$ cat src/hw/rtl/numpt_pkg.sv
// ----------------------------------------------------------------------------
// numpt_pkg
// Shared constants for the numeric parameter tokenizer: character codes,
// field widths and default parameter values.
// ----------------------------------------------------------------------------
package numpt_pkg;

  // Field widths
  localparam int CHAR_W        = 8;
  localparam int VALUE_W       = 31;
  localparam int PARAM_COUNT_W = 5;

  // Default parameter values
  localparam int DEF_MAX_PARAMS   = 16;
  localparam int DEF_TOKEN_BUFFER = 16;

  // Saturation ceiling of the accumulators
  localparam logic [VALUE_W-1:0] VALUE_MAX = {VALUE_W{1'b1}};

  // Character codes
  localparam logic [CHAR_W-1:0] CH_NUL   = 8'h00;
  localparam logic [CHAR_W-1:0] CH_SPACE = 8'h20;
  localparam logic [CHAR_W-1:0] CH_0     = 8'h30;
  localparam logic [CHAR_W-1:0] CH_9     = 8'h39;
  localparam logic [CHAR_W-1:0] CH_A_LO  = 8'h61;
  localparam logic [CHAR_W-1:0] CH_F_LO  = 8'h66;
  localparam logic [CHAR_W-1:0] CH_X_LO  = 8'h78;
  localparam logic [CHAR_W-1:0] CASE_BIT = 8'h20;

endpackage

$ cat src/hw/rtl/numeric_parameter_tokenizer.sv
// ----------------------------------------------------------------------------
// numeric_parameter_tokenizer
// Splits argument text into whitespace-separated integer tokens, detects hex
// tokens, and reports each saturated value and the end of the line.
// ----------------------------------------------------------------------------
//
//  channel | handshake             | payload
//  --------+-----------------------+-----------------------------------------
//  in      | in_valid / in_ready   | char_byte, start_of_line
//  out     | out_valid / out_ready | value, has_value, line_done, param_count
//
//  One byte per cycle sustained while the output is not stalled. A byte lands
//  in the input register, then one pass of classify / multiply-add / saturate
//  updates the token state and, when a token or the line ends, loads the
//  result register, from which the result of the byte is offered.
//  After rst the block waits for a byte with start_of_line set.
//  A stalled output holds only bytes that produce a result; other bytes keep
//  flowing through while the result register is full.
//
module numeric_parameter_tokenizer #(
  parameter int MAX_PARAMS   = numpt_pkg::DEF_MAX_PARAMS,
  parameter int TOKEN_BUFFER = numpt_pkg::DEF_TOKEN_BUFFER
) (
  input  logic                                clk,
  input  logic                                rst,
  input  logic                                in_valid,
  output logic                                in_ready,
  input  logic [numpt_pkg::CHAR_W-1:0]        char_byte,
  input  logic                                start_of_line,
  output logic                                out_valid,
  input  logic                                out_ready,
  output logic [numpt_pkg::VALUE_W-1:0]       value,
  output logic                                has_value,
  output logic                                line_done,
  output logic [numpt_pkg::PARAM_COUNT_W-1:0] param_count
);
  import numpt_pkg::*;

  localparam int VF_W = $clog2(MAX_PARAMS + 1);
  localparam int KD_W = $clog2(TOKEN_BUFFER);
  localparam logic [KD_W-1:0] KD_LIMIT = KD_W'(TOKEN_BUFFER - 1);
  localparam logic [VF_W-1:0] VF_LIMIT = VF_W'(MAX_PARAMS);
  localparam int ACC_W = VALUE_W + 4;

  // Input register
  logic              s1_valid;
  logic [CHAR_W-1:0] s1_char;
  logic              s1_sol;

  // Token and line state
  logic [VALUE_W-1:0] decimal_total, decimal_total_next;
  logic [VALUE_W-1:0] hex_total, hex_total_next;
  logic [KD_W-1:0]    kept_digits, kept_digits_next;
  logic               hex_seen, hex_seen_next;
  logic [VF_W-1:0]    values_found, values_found_next;
  logic               line_finished, line_finished_next;

  // Pass signals
  logic [VALUE_W-1:0] dec_base, hex_base;
  logic [KD_W-1:0]    kd_base;
  logic               hex_base_seen;
  logic [VF_W-1:0]    vf_base;
  logic               lf_base;
  logic [CHAR_W-1:0]  c_low;
  logic               is_sep, is_dec, is_let, is_x;
  logic [3:0]         digit;
  logic [ACC_W-1:0]   dec_mac, hex_mac;
  logic [VALUE_W-1:0] dec_sat, hex_sat;
  logic               emit, emit_has, emit_done;
  logic [VALUE_W-1:0] emit_value;
  logic [VF_W+PARAM_COUNT_W-1:0] count_ext;
  logic               slot_free, s1_fire;

  // Handshake: drain the input register when its byte can complete
  assign slot_free = !out_valid || out_ready;
  assign s1_fire   = s1_valid && (!emit || slot_free);
  assign in_ready  = !s1_valid || s1_fire;

  // Hold the byte in the input register
  always_ff @(posedge clk) begin
    if (rst) begin
      s1_valid <= 1'b0;
    end else if (in_ready) begin
      s1_valid <= in_valid;
    end
    if (in_ready && in_valid) begin
      s1_char <= char_byte;
      s1_sol  <= start_of_line;
    end
  end

  // Classify the byte and form both saturating accumulators
  always_comb begin
    c_low  = s1_char | CASE_BIT;
    is_sep = (s1_char <= CH_SPACE);
    is_dec = (s1_char >= CH_0) && (s1_char <= CH_9);
    is_let = (c_low >= CH_A_LO) && (c_low <= CH_F_LO);
    is_x   = (c_low == CH_X_LO);
    if (is_dec) begin
      digit = 4'(s1_char - CH_0);
    end else begin
      digit = 4'(c_low - CH_A_LO + 8'd10);
    end

    // A start of line clears everything before this byte is processed
    dec_base      = s1_sol ? '0 : decimal_total;
    hex_base      = s1_sol ? '0 : hex_total;
    kd_base       = s1_sol ? '0 : kept_digits;
    hex_base_seen = s1_sol ? 1'b0 : hex_seen;
    vf_base       = s1_sol ? '0 : values_found;
    lf_base       = s1_sol ? 1'b0 : line_finished;

    // acc * 10 + d and acc * 16 + d
    dec_mac = ({4'b0, dec_base} << 3) + ({4'b0, dec_base} << 1) + ACC_W'(digit);
    hex_mac = {hex_base, digit};
    dec_sat = (dec_mac > ACC_W'(VALUE_MAX)) ? VALUE_MAX : dec_mac[VALUE_W-1:0];
    hex_sat = (|hex_mac[ACC_W-1:VALUE_W]) ? VALUE_MAX : hex_mac[VALUE_W-1:0];
  end

  // Next state and result
  always_comb begin
    decimal_total_next = dec_base;
    hex_total_next     = hex_base;
    kept_digits_next   = kd_base;
    hex_seen_next      = hex_base_seen;
    values_found_next  = vf_base;
    line_finished_next = lf_base;
    emit_has   = 1'b0;
    emit_done  = 1'b0;
    emit_value = '0;

    if (!lf_base) begin
      if (is_sep) begin
        // Close the token
        if (kd_base != '0) begin
          emit_has          = 1'b1;
          emit_value        = hex_base_seen ? hex_base : dec_base;
          values_found_next = vf_base + VF_W'(1);
        end
        emit_done          = (s1_char == CH_NUL) || (values_found_next >= VF_LIMIT);
        decimal_total_next = '0;
        hex_total_next     = '0;
        kept_digits_next   = '0;
        hex_seen_next      = 1'b0;
        line_finished_next = emit_done;
      end else if (kd_base < KD_LIMIT) begin
        // Keep a digit, switch to hex, or restart on x
        if (is_dec) begin
          decimal_total_next = dec_sat;
          hex_total_next     = hex_sat;
          kept_digits_next   = kd_base + KD_W'(1);
        end else if (is_let) begin
          hex_total_next   = hex_sat;
          kept_digits_next = kd_base + KD_W'(1);
          hex_seen_next    = 1'b1;
        end else if (is_x) begin
          decimal_total_next = '0;
          hex_total_next     = '0;
          kept_digits_next   = '0;
          hex_seen_next      = 1'b1;
        end
      end
    end
    emit = emit_has || emit_done;
  end

  // Advance the token state
  always_ff @(posedge clk) begin
    if (rst) begin
      decimal_total <= '0;
      hex_total     <= '0;
      kept_digits   <= '0;
      hex_seen      <= 1'b0;
      values_found  <= '0;
      line_finished <= 1'b1;
    end else if (s1_fire) begin
      decimal_total <= decimal_total_next;
      hex_total     <= hex_total_next;
      kept_digits   <= kept_digits_next;
      hex_seen      <= hex_seen_next;
      values_found  <= values_found_next;
      line_finished <= line_finished_next;
    end
  end

  // Load the result register; drop it once taken
  assign count_ext = {{PARAM_COUNT_W{1'b0}}, values_found_next};

  always_ff @(posedge clk) begin
    if (rst) begin
      out_valid <= 1'b0;
    end else if (s1_fire && emit) begin
      out_valid <= 1'b1;
    end else if (out_ready) begin
      out_valid <= 1'b0;
    end
    if (s1_fire && emit) begin
      value       <= emit_value;
      has_value   <= emit_has;
      line_done   <= emit_done;
      param_count <= count_ext[PARAM_COUNT_W-1:0];
    end
  end

  // Checks
  a_result_has_cause: assert property (@(posedge clk) disable iff (rst)
    out_valid |-> (has_value || line_done))
    else $error("result without a value or line end");

  a_empty_value_zero: assert property (@(posedge clk) disable iff (rst)
    (out_valid && !has_value) |-> (value == '0))
    else $error("nonzero value with has_value low");

  a_count_bounded: assert property (@(posedge clk) disable iff (rst)
    values_found <= VF_LIMIT)
    else $error("value count beyond limit");

  a_limit_ends_line: assert property (@(posedge clk) disable iff (rst)
    (s1_fire && !line_finished_next && !lf_base) |-> (values_found_next < VF_LIMIT))
    else $error("line kept open at the value limit");

endmodule

$ cat config.mk
export PLATFORM = sky130hd
export DESIGN_NAME = numeric_parameter_tokenizer
export DESIGN_NICKNAME = d
export VERILOG_FILES = /design/src/hw/rtl/numpt_pkg.sv /design/src/hw/rtl/numeric_parameter_tokenizer.sv
export SDC_FILE = /design/constraint.sdc
export NUM_CORES = 1
export LEC_CHECK = 0
export ABC_AREA = 1
export BUFFER_PORTS_ARGS = -buffer_cell sky130_fd_sc_hd__buf_2
export CELL_PAD_IN_SITES_DETAIL_PLACEMENT = 1
export CELL_PAD_IN_SITES_GLOBAL_PLACEMENT = 1
export CORE_ASPECT_RATIO = 0.75
export CORE_MARGIN = 10
export CORE_UTILIZATION = 49
export CTS_CLUSTER_SIZE = 25
export DETAILED_ROUTE_END_ITERATION = 16
export MAX_ROUTING_LAYER = met4
export PLACE_DENSITY_LB_ADDON = 0.1
export RECOVER_POWER = 50
export SLEW_MARGIN = 10
export SYNTH_ARGS = -nofsm -noshare
export SYNTH_HDL_FRONTEND = slang
export SYNTH_SLANG_ARGS = --single-unit
$ cat constraint.sdc
create_clock -name clk -period 6.9 [get_ports clk]
set_input_delay 0.345 -clock clk [delete_from_list [all_inputs] [get_ports clk]]
set_output_delay 0.345 -clock clk [all_outputs]
set_load 0.1 [all_outputs]
# Word level (Yosys, flattened, before mapping)
# Index checks and enable logic that the tools add are counted.
# totals
in_bits	13
regBits	122
output_inout_bits	40
word_cells	97
# op_classes
mux	47
add_sub_neg	7
eq_ne	1
n_bitwise	2
order_cmp	8
reduce_logical	18
# ops
op	count
2-to-1 mux 31 bit	17
adder 34 x 32 -> 35 bit	1
adder 35 x 4 -> 35 bit	1
> comparator 35 x 31 -> 1 bit, second input constant	1
2-to-1 mux 4 bit	8
2-to-1 mux 5 bit	6
less-or-equal comparator 8 x 6 -> 1 bit, second input constant	2
2-to-1 mux 1 bit	16
>= comparator 8 x 6 -> 1 bit, second input constant	1
>= comparator 8 x 7 -> 1 bit, second input constant	1
less-or-equal comparator 8 x 7 -> 1 bit, second input constant	1
zero test 8 bit	1
subtractor 4 x 1 -> 4 bit, second input constant	2
== test 7 x 6 -> 1 bit, second input constant	1
adder 5 x 1 -> 5 bit, second input constant	1
>= comparator 5 bit, second input constant	1
logical AND 1 bit	5
logical OR 1 bit	5
adder 4 x 1 -> 4 bit, second input constant	1
adder 4 bit, second input constant	1
< comparator 4 bit, second input constant	1
nonzero test 4 bit	1
OR reduction 4 bit	1
zero test 1 bit	3
other kinds (3)	4

# Logic depth before layout (Yosys ltp)
# Gate-level depths: netlist (run 1).
# depth
word_depth	15
mapped_depth	28
depth_no_buf	27

# Least setup slack after synthesis (run 1)
# OpenSTA, ideal clock, no wires.
# synth_timing
kind	register to register
startpoint	register s1_char[0]
endpoint	register decimal_total[14]
path_slack_ps	3297
setup_ps	122
path_stages_with_launch	25
path_buffers	2
t_required_ps	6778
synth_period_minus_slack_ps	3603
arrival_time_ps	3481
path_cell_list	edfxtp_1 ha_1 nand2_1 nand3_1 nand2_1 nand2_1 xor2_1 fa_1 inv_1 fa_1 inv_1 nand2_1 nand3_1 nand2_1 nand2_1 nand2_1 nand3_1 nand2_1 nor2_4 and2_1 buf_6 buf_6 nand2_1 nand2_1 a21oi_2
# synth_via
elab_chain_len	10
elab_cells_between_ends	31
cone_classes	4 x add/sub; 6 x order compare; 1 x eq/ne; 12 x mux; 8 x reduce/logical
# synth_lines
element	line	text
start: declaration	numeric_parameter_tokenizer.sv:47	logic [CHAR_W-1:0] s1_char;
start signal: assignment	numeric_parameter_tokenizer.sv:87	s1_char <= char_byte;
subtractor 4 x 1 -> 4 bit (tied with other cells)	numeric_parameter_tokenizer.sv:102	digit = 4'(c_low - CH_A_LO + 8'd10);
adder 4 bit / logical AND 1 bit (equally long branches)	numeric_parameter_tokenizer.sv:102, numeric_parameter_tokenizer.sv:96	
2-to-1 mux 4 bit	numeric_parameter_tokenizer.sv:99	if (is_dec) begin
adder 35 x 4 -> 35 bit	numeric_parameter_tokenizer.sv:114	dec_mac = ({4'b0, dec_base} << 3) + ({4'b0, dec_base} << 1) + ACC_W'(digit);
> comparator 35 x 31 -> 1 bit	numeric_parameter_tokenizer.sv:116	dec_sat = (dec_mac > ACC_W'(VALUE_MAX)) ? VALUE_MAX : dec_mac[VALUE_W-1:0];
2-to-1 mux 31 bit	numeric_parameter_tokenizer.sv:116	
2-to-1 mux 31 bit	numeric_parameter_tokenizer.sv:148	if (is_dec) begin
2-to-1 mux 31 bit	numeric_parameter_tokenizer.sv:146	end else if (kd_base < KD_LIMIT) begin
2-to-1 mux 31 bit	numeric_parameter_tokenizer.sv:133	if (is_sep) begin
2-to-1 mux 31 bit	numeric_parameter_tokenizer.sv:132	if (!lf_base) begin
end signal: assignment	numeric_parameter_tokenizer.sv:177	decimal_total <= decimal_total_next;
end: declaration	numeric_parameter_tokenizer.sv:51	logic [VALUE_W-1:0] decimal_total, decimal_total_next;
# Several ways; a longest one is shown, not always the timed one.
# A chain may end at the register's enable or synchronous reset.

# Worst setup path after layout (run 1)
# layout_timing
startpoint	register s1_sol
endpoint	register value[14] in the netlist's numbering, enable pin
# layout_via
elab_chain_len	14
elab_cells_between_ends	20
cone_classes	1 x add/sub; 1 x order compare; 11 x mux; 7 x reduce/logical
# layout_lines
element	line	text
start: declaration	numeric_parameter_tokenizer.sv:48	logic s1_sol;
start signal: assignment	numeric_parameter_tokenizer.sv:88	s1_sol <= start_of_line;
2-to-1 mux 5 bit / 2-to-1 mux 4 bit (equally long branches)	numeric_parameter_tokenizer.sv:110, numeric_parameter_tokenizer.sv:108	
adder 5 x 1 -> 5 bit / nonzero test 4 bit (equally long branches)	numeric_parameter_tokenizer.sv:138, numeric_parameter_tokenizer.sv:135	
2-to-1 mux 5 bit	numeric_parameter_tokenizer.sv:135	if (kd_base != '0) begin
2-to-1 mux 5 bit	numeric_parameter_tokenizer.sv:133	
2-to-1 mux 5 bit	numeric_parameter_tokenizer.sv:132	
>= comparator 5 bit	numeric_parameter_tokenizer.sv:140	emit_done = (s1_char == CH_NUL) || (values_found_next >= VF_LIMIT);
logical OR 1 bit	numeric_parameter_tokenizer.sv:140	
2-to-1 mux 1 bit	numeric_parameter_tokenizer.sv:133	
2-to-1 mux 1 bit	numeric_parameter_tokenizer.sv:132	
logical OR 1 bit (*)	numeric_parameter_tokenizer.sv:164	emit = emit_has || emit_done;
zero test 1 bit	numeric_parameter_tokenizer.sv:76	assign s1_fire = s1_valid && (!emit || slot_free);
logical OR 1 bit	numeric_parameter_tokenizer.sv:76	
logical AND 1 bit	numeric_parameter_tokenizer.sv:76	
logical AND 1 bit (*)	numeric_parameter_tokenizer.sv:197	if (s1_fire && emit) begin
end signal: assignment	numeric_parameter_tokenizer.sv:198	value <= emit_value;
end: declaration	numeric_parameter_tokenizer.sv:32	output logic [numpt_pkg::VALUE_W-1:0] value,
# Every way passes the cells marked *; elsewhere a longest branch is shown, timed or not. The select of a mux whose other input is x is not followed.

==> impl_metrics.tcl, run 1 <==
set metrics [dict create \
    status "finished with violations" \
    violations "max-capacitance violations, max-slew violations" \
    grtUsageTotal 0.260 \
    grt_pass1_wl_um 54000 \
    clock-sinks 122 \
    drt_wl_total_um 33700 \
    worst_slew_pin_slew_ns 1.73 \
    synthTopCellsByArea "dfxtp_1 (16%), edfxtp_1 (15%), nand2_1 (15%)" \
    critPathRequiredTime_ns 6.99 \
    p_comb_frac 0.171 \
    multi_input_area_mm2 0.00571 \
    first_global_vias 10100 \
    drc 0 \
    dp.cells 1686 \
    insertion_delay_ns 0.43 \
    startpoint_type "register" \
    routabilityCongestion 0.895 \
    dr.pass1.iters 6 \
    holdCritPathClass "input port to register" \
    grt_max_degree 60 \
    dpl.hpwl_um 23600 \
    pwr-share-clk 0.440 \
    setup_viol 0 \
    syn_avg_cell_area_um2 6.66 \
    coreArea_mm2 0.0193 \
    power_leakage_nw 5.03 \
    path_clk_slew_ns 0.06 \
    p_per_area_mw_per_mm2 196 \
    port_buffers 52 \
    rsz0062_at_grt "false" \
    area_delta_synth_final_pct 8.35 \
    crit_fanout 50 \
    whs_ns 0.0890 \
    dpl_worst_slack_ns 1.82 \
    min_period_ns 5.76 \
    slew_headroom -0.150 \
    synth_cell_types 45 \
    diodes 0 \
    routedWlPerCell_um 19.6 \
    cap_violations 1 \
    syn_nets 1530 \
    skew_ns 0.0144 \
    fmax_ghz 0.174 \
    vias 10200 \
    path_class "register to register" \
    crit_start "s1_sol" \
    arrival_ns 5.85 \
    drt_iter0_markers 809 \
    n_fill_cell 2647 \
    p_sw_frac 0.313 \
    cts_tree "done" \
    timing.final.max_slew_violations 50 \
    sequentialPowerShare 0.389 \
    holdCritStartpoint "char_byte[7]" \
    final_nets 1535 \
    boundaryPins 53 \
    switchingPower_mw 0.641 \
    ant_nets 0 \
    syn_area_mm2 0.00963 \
    die_w_um 182 \
    synth_seq_cells 122 \
    die-area_mm2 0.0257 \
    htreeDepth 4 \
    synth_top_area_frac 0.156 \
    layout-drive-gt1-share 0.0580 \
    overflow 0 \
    regArea_mm2 0.00291 \
    reg2reg_from "s1_sol" \
    vdd_drop_max_uv 138 \
    fin_ws_ns 1.14 \
    p_int_mw 1.41 \
    rows 44 \
    synthCells 1447 \
    die-height_um 141 \
    cts_setup_buffers 0 \
    antenna_found_initial 0 \
    synth_area_leader_cell "dfxtp_1" \
    seq_area_frac_synth 0.302 \
    endpoint_kind "register" \
    clock_path_buffers 2 \
    fin_crit_sh 0.835 \
    final_cells 1718 \
    yosys_warnings 0 \
    start_util 0.498 \
    fin_tns_setup_ns 0 \
    cts_resized 0 \
    viasPerCell 5.92 \
    hold_violations 0 \
    hold_buffers 0 \
    cts_buffers 17 \
    cts_root_buf "clkbuf_16" \
]
synthesized netlist by cell type, drive strengths merged:
master  number
nand2      386
a21boi       1
a31oi        6
a21oi      179
and2         2
buf         39
o21ai       92
a22oi       15
o211ai       1
nand4        4
xor2         9
dfxtp       75
clkbuf      40
nor3         7
a221oi      15
fa           2
nand3       54
and3         2
xnor2        3
nand3b       2
inv        162
or2          3
nor3b        1
edfxtp      47
o31ai        3
o22ai       31
a211oi      32
o221ai       2
o21bai       9
nor2       152
a21o         3
ha          68
path summary, 6_finish.rpt:
kind	end	slack [ns]	cells after the start
max	value[14]	1.14	12
min	s1_char[7]	0.09	1
max reg2reg	value[14]	1.14	12
min reg2reg	values_found[4]	0.47	2
stage by stage:
step	power [mW]	utilization	area, um^2
after global routing	2.12	0.540	10400
after detailed placement	1.15	0.513	9920
after CTS	2.04	0.543	10500
after global placement	1.14	0.513	9920
final	2.05	0.540	10400
after floorplan	1.06	-	9630
kinds of logic after synthesis:
logic type,after synthesis,synth area share
adders and majority gates,70,0.0925
DFF,122,0.302
AOI/OAI and AO/OA,389,0.232
and+or+nand+nor,613,0.259
buffers and inverters,241,0.104
xor gates and xnor gates,12,0.0109
cell usage in the layout (no fill, tap or decap), types with 3 or more instances in the layout:
master / count
nand2_1: 378
a21oi_1: 177
inv_1: 157
nor2_1: 146
o21ai_0: 92
dfxtp_1: 74
ha_1: 68
nand3_1: 54
edfxtp_1: 47
clkbuf_1: 40
o22ai_1: 31
a211oi_1: 31
clkbuf_16: 17
a22oi_1: 15
a221oi_1: 15
buf_2: 13
buf_4: 13
xor2_1: 9
nand2_2: 8
o21bai_1: 8
a31oi_1: 6
nor3_1: 6
inv_2: 5
nor2_4: 4
nand4_1: 4
clkinvlp_4: 4
clkinv_4: 4
xnor2_1: 3
a21o_1: 3
o31ai_1: 3
clkinv_2: 3
power groups by stage:
stage / combinational, mW / clock [mW] / sequential, mW
finish: 0.350 / 0.902 / 0.797
global route: 0.389 / 0.930 / 0.800
CTS: 0.346 / 0.895 / 0.797
detailed placement: 0.341 / 0 / 0.811
global placement: 0.328 / 0 / 0.810
floorplan: 0.257 / 0 / 0.804
final cells by class:
| cell class | instances | share of cell area |
|---|---|---|
| Timing Repair Buffer | 65 | 0.0296 |
| Clock buffer | 18 | 0.0411 |
| Inverter | 162 | 0.0583 |
| Tap cell | 253 | 0.0303 |
| Multi-Input combinational cell | 1084 | 0.547 |
| Sequential cell | 122 | 0.279 |
| Clock inverter | 14 | 0.0143 |
per-layer routing:
| metal | routed length, um | global-route usage | part of all wire | up-vias |
|---|---|---|---|---|
| met3 | 1880 | 0.0338 | 0.056 | 45 |
| met2 | 15800 | 0.417 | 0.47 | 341 |
| met5 | 0 | - | 0 | - |
| li1 | - | - | - | 4866 |
| met4 | 465 | 0.0564 | 0.014 | 0 |
| met1 | 15500 | 0.345 | 0.46 | 4917 |
worst max-delay path, cell delays in order, from the launching register on:
cell      delay (ns)
edfxtp_1        0.41
inv_1           0.73
nand2_1         0.41
ha_1            0.22
nand3_1         0.22
nand2_1         1.07
nand2_1         0.25
nand2_1         0.13
nand2_1         0.09
inv_2           0.63
nand2_1         0.13
inv_1           0.61
buf_4           0.44
state kept, by name (all words and copies together), names as in the netlist:
register / cells
decimal_total: 31
hex_total: 31
value: 31
s1_char: 8
param_count: 5
values_found: 5
kept_digits: 4
has_value: 1
hex_seen: 1
line_done: 1
line_finished: 1
out_valid: 1
s1_sol: 1
s1_valid: 1
Power figures use the tool's default switching activity.
==> run 2, diff against run 1 <==
--- a/config.mk
+++ b/config.mk
@@ -5,13 +5,13 @@
 export SDC_FILE = /design/constraint.sdc
 export NUM_CORES = 1
 export LEC_CHECK = 0
-export ABC_AREA = 1
+export ABC_AREA = 0
 export BUFFER_PORTS_ARGS = -buffer_cell sky130_fd_sc_hd__buf_2
 export CELL_PAD_IN_SITES_DETAIL_PLACEMENT = 1
 export CELL_PAD_IN_SITES_GLOBAL_PLACEMENT = 1
 export CORE_ASPECT_RATIO = 0.75
 export CORE_MARGIN = 10
-export CORE_UTILIZATION = 49
+export CORE_UTILIZATION = 47
 export CTS_CLUSTER_SIZE = 25
 export DETAILED_ROUTE_END_ITERATION = 16
 export MAX_ROUTING_LAYER = met4
==> constraint.sdc (replaced) <==
create_clock -name clk -period 5.4 [get_ports clk]
set_input_delay 0.27 -clock clk [delete_from_list [all_inputs] [get_ports clk]]
set_output_delay 0.27 -clock clk [all_outputs]
set_load 0.1 [all_outputs]
==> impl_metrics.tcl, run 2 <==
set metrics [dict create \
    syn_area_mm2 0.00838 \
    dpl_cell_area_mm2 0.00881 \
    syn_avg_cell_area_um2 8.67 \
    drt_wl_total_um 26700 \
    die-height_um 136 \
    timing.final.max_slew_violations 0 \
    start_util 0.478 \
    endpoint_kind "register" \
    yosys_warnings 0 \
    vias 7611 \
    rsz0062_at_grt "false" \
    first_global_vias 7417 \
    p_per_area_mw_per_mm2 249 \
    syn_nets 1050 \
    dr.pass1.iters 5 \
    viasPerCell 6.07 \
    routabilityCongestion 0.892 \
    yosys-mux-area-fraction 0.0460 \
    insertion_delay_ns 0.43 \
    synth_top_area_frac 0.179 \
    final_nets 1081 \
    mostFrequentLayoutCells "nor2_1 (125), nand2_1 (94), dfxtp_1 (74), ha_1 (68), a22oi_1 (57)" \
    min_period_ns 4.97 \
    coreArea_mm2 0.0176 \
    yosysMostFrequentCell "nor2_1" \
    synthCells 967 \
    synth_compound_area_frac 0.241 \
    holdCritPathClass "input port to register" \
    die-area_mm2 0.0236 \
    die_w_um 174 \
    skew_ns 0.0113 \
    ys_top_cells_by_count "nor2_1 (126), nand2_1 (94), dfxtp_1 (75), ha_1 (68), a22oi_1 (57)" \
    rows 42 \
    cts_root_buf "clkbuf_16" \
    grtUsageTotal 0.232 \
    cts_tree "done" \
    synth_ff_type "dfxtp_1" \
    design_area_mm2 0.00938 \
    routedWlPerCell_um 21.3 \
    cts_buffers 17 \
    worst_slew_pin_slew_ns 1.46 \
    synth_area_leader_cell "dfxtp_1" \
    clock-sinks 122 \
    overflow 0 \
    path_class "register to register" \
    crit_fanout 7 \
    final_common_cell "nor2_1" \
    synth_adder_area_share 0.106 \
    boundaryPins 53 \
    wl_met2_um 11000 \
    antenna_found_initial 0 \
    hold_buffers 0 \
    fin_tns_setup_ns 0 \
    yosys.area_share.simple 0.181 \
    status "finished clean" \
    synthArstFlopShare 0 \
    vdd_drop_max_uv 158 \
    area_delta_synth_final_pct 11.9 \
    drt_iter0_markers 738 \
    layout-drive-gt1-share 0.0851 \
    dpl_worst_slack_ns 0.431 \
    ant_nets 0 \
    arrival_ns 5.32 \
    dpl.hpwl_um 19500 \
    htreeDepth 4 \
    synth_xor_area_frac 0.0355 \
    p_total_mw 2.34 \
    drc 0 \
    grt_pass1_wl_um 42600 \
    grt_max_degree 55 \
    top_regs "decimal_total x31, hex_total x31, value x31" \
    path_clk_slew_ns 0.06 \
    seq_area_frac_synth 0.347 \
    diodes 0 \
    synth_top_family_by_area "compound AO/OA/AOI/OAI gates" \
    port_buffers 52 \
    fin_ws_ns 0.426 \
    cap_violations 0 \
    hold_violations 0 \
    setup_viol 0 \
    fin_crit_sh 0.921 \
    wl_met1_um 13700 \
    fmax_ghz 0.201 \
    synth_edf_count 47 \
    critPathRequiredTime_ns 5.75 \
    slew_headroom 0.0161 \
    wl_met3_um 1830 \
    synth_cell_types 75 \
    top_layer_used "met4" \
    power_leakage_nw 3.69 \
    synthTopCellsByArea "dfxtp_1 (18%), edfxtp_1 (17%), ha_1 (10%)" \
    synth_seq_cells 122 \
    clock_path_buffers 2 \
    startpoint_type "register" \
    r2r_slack_ns 0.43 \
]
## run 2: per-layer routing
| layer | track usage | vias to the layer above |
|---|---|---|
| met2 | 0.316 | 243 |
| met1 | 0.339 | 3738 |
| met4 | 0.0564 | 0 |
| li1 | - | 3609 |
| met5 | - | - |
| met3 | 0.0474 | 21 |
## run 2: logic make-up (layout without fill, tap and decap cells)
| kind of cell | after synthesis | in the layout |
|---|---|---|
| buffers and inverters | 83 | 127 |
| DFF | 122 | 122 |
| muxes | 38 | 38 |
| AOI/OAI and AO/OA | 290 | 290 |
| and+or+nand+nor | 330 | 330 |
| xor gates and xnor gates | 34 | 34 |
| adders and majority gates | 70 | 70 |
## run 2: critical path, stage by stage (launching register included)
cell and delay [ns]:
edfxtp_1 0.50, inv_1 0.11, ha_1 0.22, nor2_1 0.09, o21ai_0 0.09, and4_1 0.25
a31oi_1 0.18, xor2_1 0.13, fa_1 0.52, inv_1 0.06, fa_1 0.45, nor2b_1 0.19
o2111ai_1 0.17, a21oi_2 0.31, a211oi_2 0.20, nor4_1 0.56, nor4_1 0.13, and4_1 0.40
and3_1 0.23, nor3_2 0.09
## run 2: worst paths after layout
kind                            end              start  cells after the start
hold / removal           s1_char[4]       char_byte[4]                      1
setup / recovery  decimal_total[24]         s1_char[0]                     19
hold reg to reg   decimal_total[18]  decimal_total[18]                      2
setup reg to reg  decimal_total[24]         s1_char[0]                     19
## run 2: timing repair
item	4_1_cts	5_1_grt
resized for setup	0	0
endpoints found under the setup margin	0	6
buffers inserted	0	1
## run 2: power breakdown
group	switching [mW]	internal, mW	total [mW]
registers	0.0200	0.960	0.980
logic	0.114	0.0444	0.159
clock network	0.445	0.753	1.20
## run 2: cell type report
cell class / instances / area [um^2]
sequential: 122 / 2910
clock buffer: 22 / 464
fill: 2111 / 8170
multi-input combinational: 762 / 5120
clock inverter: 10 / 144
timing repair buffer: 67 / 329
tap: 242 / 303
inverter: 28 / 105
## run 2: through the flow
| stage | utilization | instances | hold slack, ns |
|---|---|---|---|
| finish | 0.535 | 1253 | 0.0212 |
| global route | 0.535 | 1253 | 0.00872 |
| CTS | 0.537 | 1252 | 0.00828 |
| detailed placement | 0.502 | 1220 | 0.450 |
| global placement | 0.502 | 1220 | 0.447 |
| floorplan | - | 967 | 0.369 |
==> run 3, diff against run 2 <==
--- a/config.mk
+++ b/config.mk
@@ -11,12 +11,12 @@
 export CELL_PAD_IN_SITES_GLOBAL_PLACEMENT = 1
 export CORE_ASPECT_RATIO = 0.75
 export CORE_MARGIN = 10
-export CORE_UTILIZATION = 47
+export CORE_UTILIZATION = 43
 export CTS_CLUSTER_SIZE = 25
 export DETAILED_ROUTE_END_ITERATION = 16
 export MAX_ROUTING_LAYER = met4
 export PLACE_DENSITY_LB_ADDON = 0.1
-export RECOVER_POWER = 50
+export RECOVER_POWER = 100
 export SLEW_MARGIN = 10
 export SYNTH_ARGS = -nofsm -noshare
 export SYNTH_HDL_FRONTEND = slang
==> constraint.sdc (replaced) <==
create_clock -name clk -period 4.2 [get_ports clk]
set_input_delay 0.21 -clock clk [delete_from_list [all_inputs] [get_ports clk]]
set_output_delay 0.21 -clock clk [all_outputs]
set_load 0.1 [all_outputs]
==> impl_metrics.tcl, run 3 (synthesized netlist as in run 2, its figures left out) <==
set metrics [dict create \
    first_global_vias 7730 \
    dpl_worst_slack_ns -0.249 \
    switchingPower_mw 0.779 \
    clock_path_buffers 2 \
    crit_fanout 7 \
    port_buffers 52 \
    area_delta_synth_final_pct 22.4 \
    path_class "register to register" \
    cts_root_buf "clkbuf_16" \
    final_nets 1138 \
    crit-reg2reg-capture "decimal_total[14]" \
    cap_violations 0 \
    grtUsageTotal 0.223 \
    dr.pass1.iters 5 \
    startpoint_type "register" \
    crit_path_end "decimal_total[14]" \
    p_sw_frac 0.259 \
    met1_usage 0.336 \
    reg2reg_from "s1_char[1]" \
    viasPerCell 5.98 \
    arrival_ns 4.66 \
    worst_slew_pin_slew_ns 1.18 \
    ant_nets 0 \
    fin_crit_sh 1.03 \
    timing.final.max_slew_violations 0 \
    rows 44 \
    pwr-share-clk 0.490 \
    grt_pass1_wl_um 44900 \
    die-height_um 141 \
    dpl.hpwl_um 20300 \
    vias 7904 \
    cts_buffers 17 \
    busiest_layer "met1" \
    die-area_mm2 0.0255 \
    p_per_area_mw_per_mm2 293 \
    routedWlPerCell_um 22.0 \
    top_regs "decimal_total x31, hex_total x31, value x31" \
    antenna_found_initial 0 \
    p_int_mw 2.23 \
    final_common_cell "nor2_1" \
    crit_start "s1_char[1]" \
    whs_ns 0.0224 \
    start_util 0.435 \
    htreeDepth 4 \
    routabilityCongestion 0.899 \
    status "finished with violations" \
    drc 0 \
    diodes 0 \
    overflow 0 \
    layout-drive-gt1-share 0.176 \
    coreArea_mm2 0.0193 \
    grt_max_degree 54 \
    r2r_slack_ns -0.14 \
    drt_wl_total_um 29000 \
    rsz0062_at_grt "true" \
    cts_tree "done" \
    critPathRequiredTime_ns 4.52 \
    vdd_drop_max_uv 280 \
    insertion_delay_ns 0.42 \
    clock-sinks 122 \
    skew_ns 0.0116 \
    die_w_um 181 \
    power_leakage_nw 4.06 \
    drt_iter0_markers 650 \
    path_clk_slew_ns 0.06 \
    use_met3 0.0315 \
    slew_headroom 0.216 \
    violations "negative setup slack" \
    mostFrequentLayoutCells "nor2_1 (120), nand2_1 (93), dfxtp_1 (74), ha_1 (64), a22oi_1 (57)" \
    globalRouteMet2Util 0.309 \
    holdCritPathClass "input port to register" \
    r2r_cells 22 \
    min_period_ns 4.34 \
    fin_ws_ns -0.138 \
    setup_viol 28 \
    sequentialPowerShare 0.416 \
    fmax_ghz 0.231 \
    p_comb_frac 0.094 \
    boundaryPins 53 \
    hold_violations 0 \
    endpoint_kind "register" \
]
run 3: critical path: stages, from the launching register on:
cell and delay, ns:
edfxtp_1 0.41, inv_2 0.14, ha_4 0.17, nor2_4 0.04
o21ai_2 0.15, buf_4 0.15, nand4_1 0.23, nand2_2 0.17
xnor2_2 0.09, ha_1 0.30, ha_2 0.20, inv_2 0.05
fa_2 0.41, nor2b_4 0.16, o2111ai_4 0.16, a21oi_4 0.19
o211ai_1 0.15, a21oi_2 0.20, xnor2_2 0.18, and4_1 0.29
buf_12 0.14, a22oi_2 0.07, a21o_1 0.18
run 3: routing by layer:
metal	wire [um]	vias to the layer above
li1	-	3724
met1	14800	3942
met2	12300	216
met3	1630	22
met4	284	0
met5	0	-
run 3: timing repair:
item,CTS,global route
pin swaps,9,29
buffers inserted,9,7
setup endpoints to repair,31,31
endpoints found under the hold margin,9,0
hold buffers,9,0
cloned,0,0
gates resized for setup,26,44
run 3: stage by stage:
step,TNS [ns],instances,util,power [mW],instance area [um^2]
finish,-2.18,1321,0.533,3.01,10300
global route,-9.54,1321,0.533,3.10,10300
CTS,-0.662,1314,0.522,3.00,10100
detailed placement,-5.16,1264,0.475,1.51,9160
global placement,-0.0374,1264,0.475,1.51,9160
floorplan,-0.192,967,-,1.42,8440
run 3: power by group through the flow:
stage / logic [mW] / registers (mW) / clock network, mW
6_report: 0.283 / 1.25 / 1.48
5_1_grt: 0.303 / 1.25 / 1.54
4_1_cts: 0.260 / 1.25 / 1.49
3_5_place_dp: 0.238 / 1.28 / 0
3_3_place_gp: 0.233 / 1.28 / 0
2_1_floorplan: 0.146 / 1.27 / 0
run 3: final cells by class:
| class | instances | area [um^2] |
|---|---|---|
| Clock buffer | 19 | 443 |
| Clock inverter | 13 | 145 |
| Fill cell | 2215 | 9000 |
| Inverter | 28 | 105 |
| Multi-Input combinational cell | 762 | 5490 |
| Sequential cell | 122 | 2910 |
| Tap cell | 253 | 317 |
| Timing Repair Buffer | 124 | 850 |
run 3: how the worst min path moves through the flow:
stage	startpoint	end	slack, ns	cells past startpoint
final	in_valid	s1_valid	0.02	3
after global routing	in_valid	s1_valid	0.03	3
after CTS	in_valid	s1_valid	0.02	3
after detailed placement	char_byte[6]	s1_char[6]	0.39	1
after global placement	char_byte[2]	s1_char[2]	0.39	1
after floorplan	char_byte[0]	s1_char[0]	0.31	0
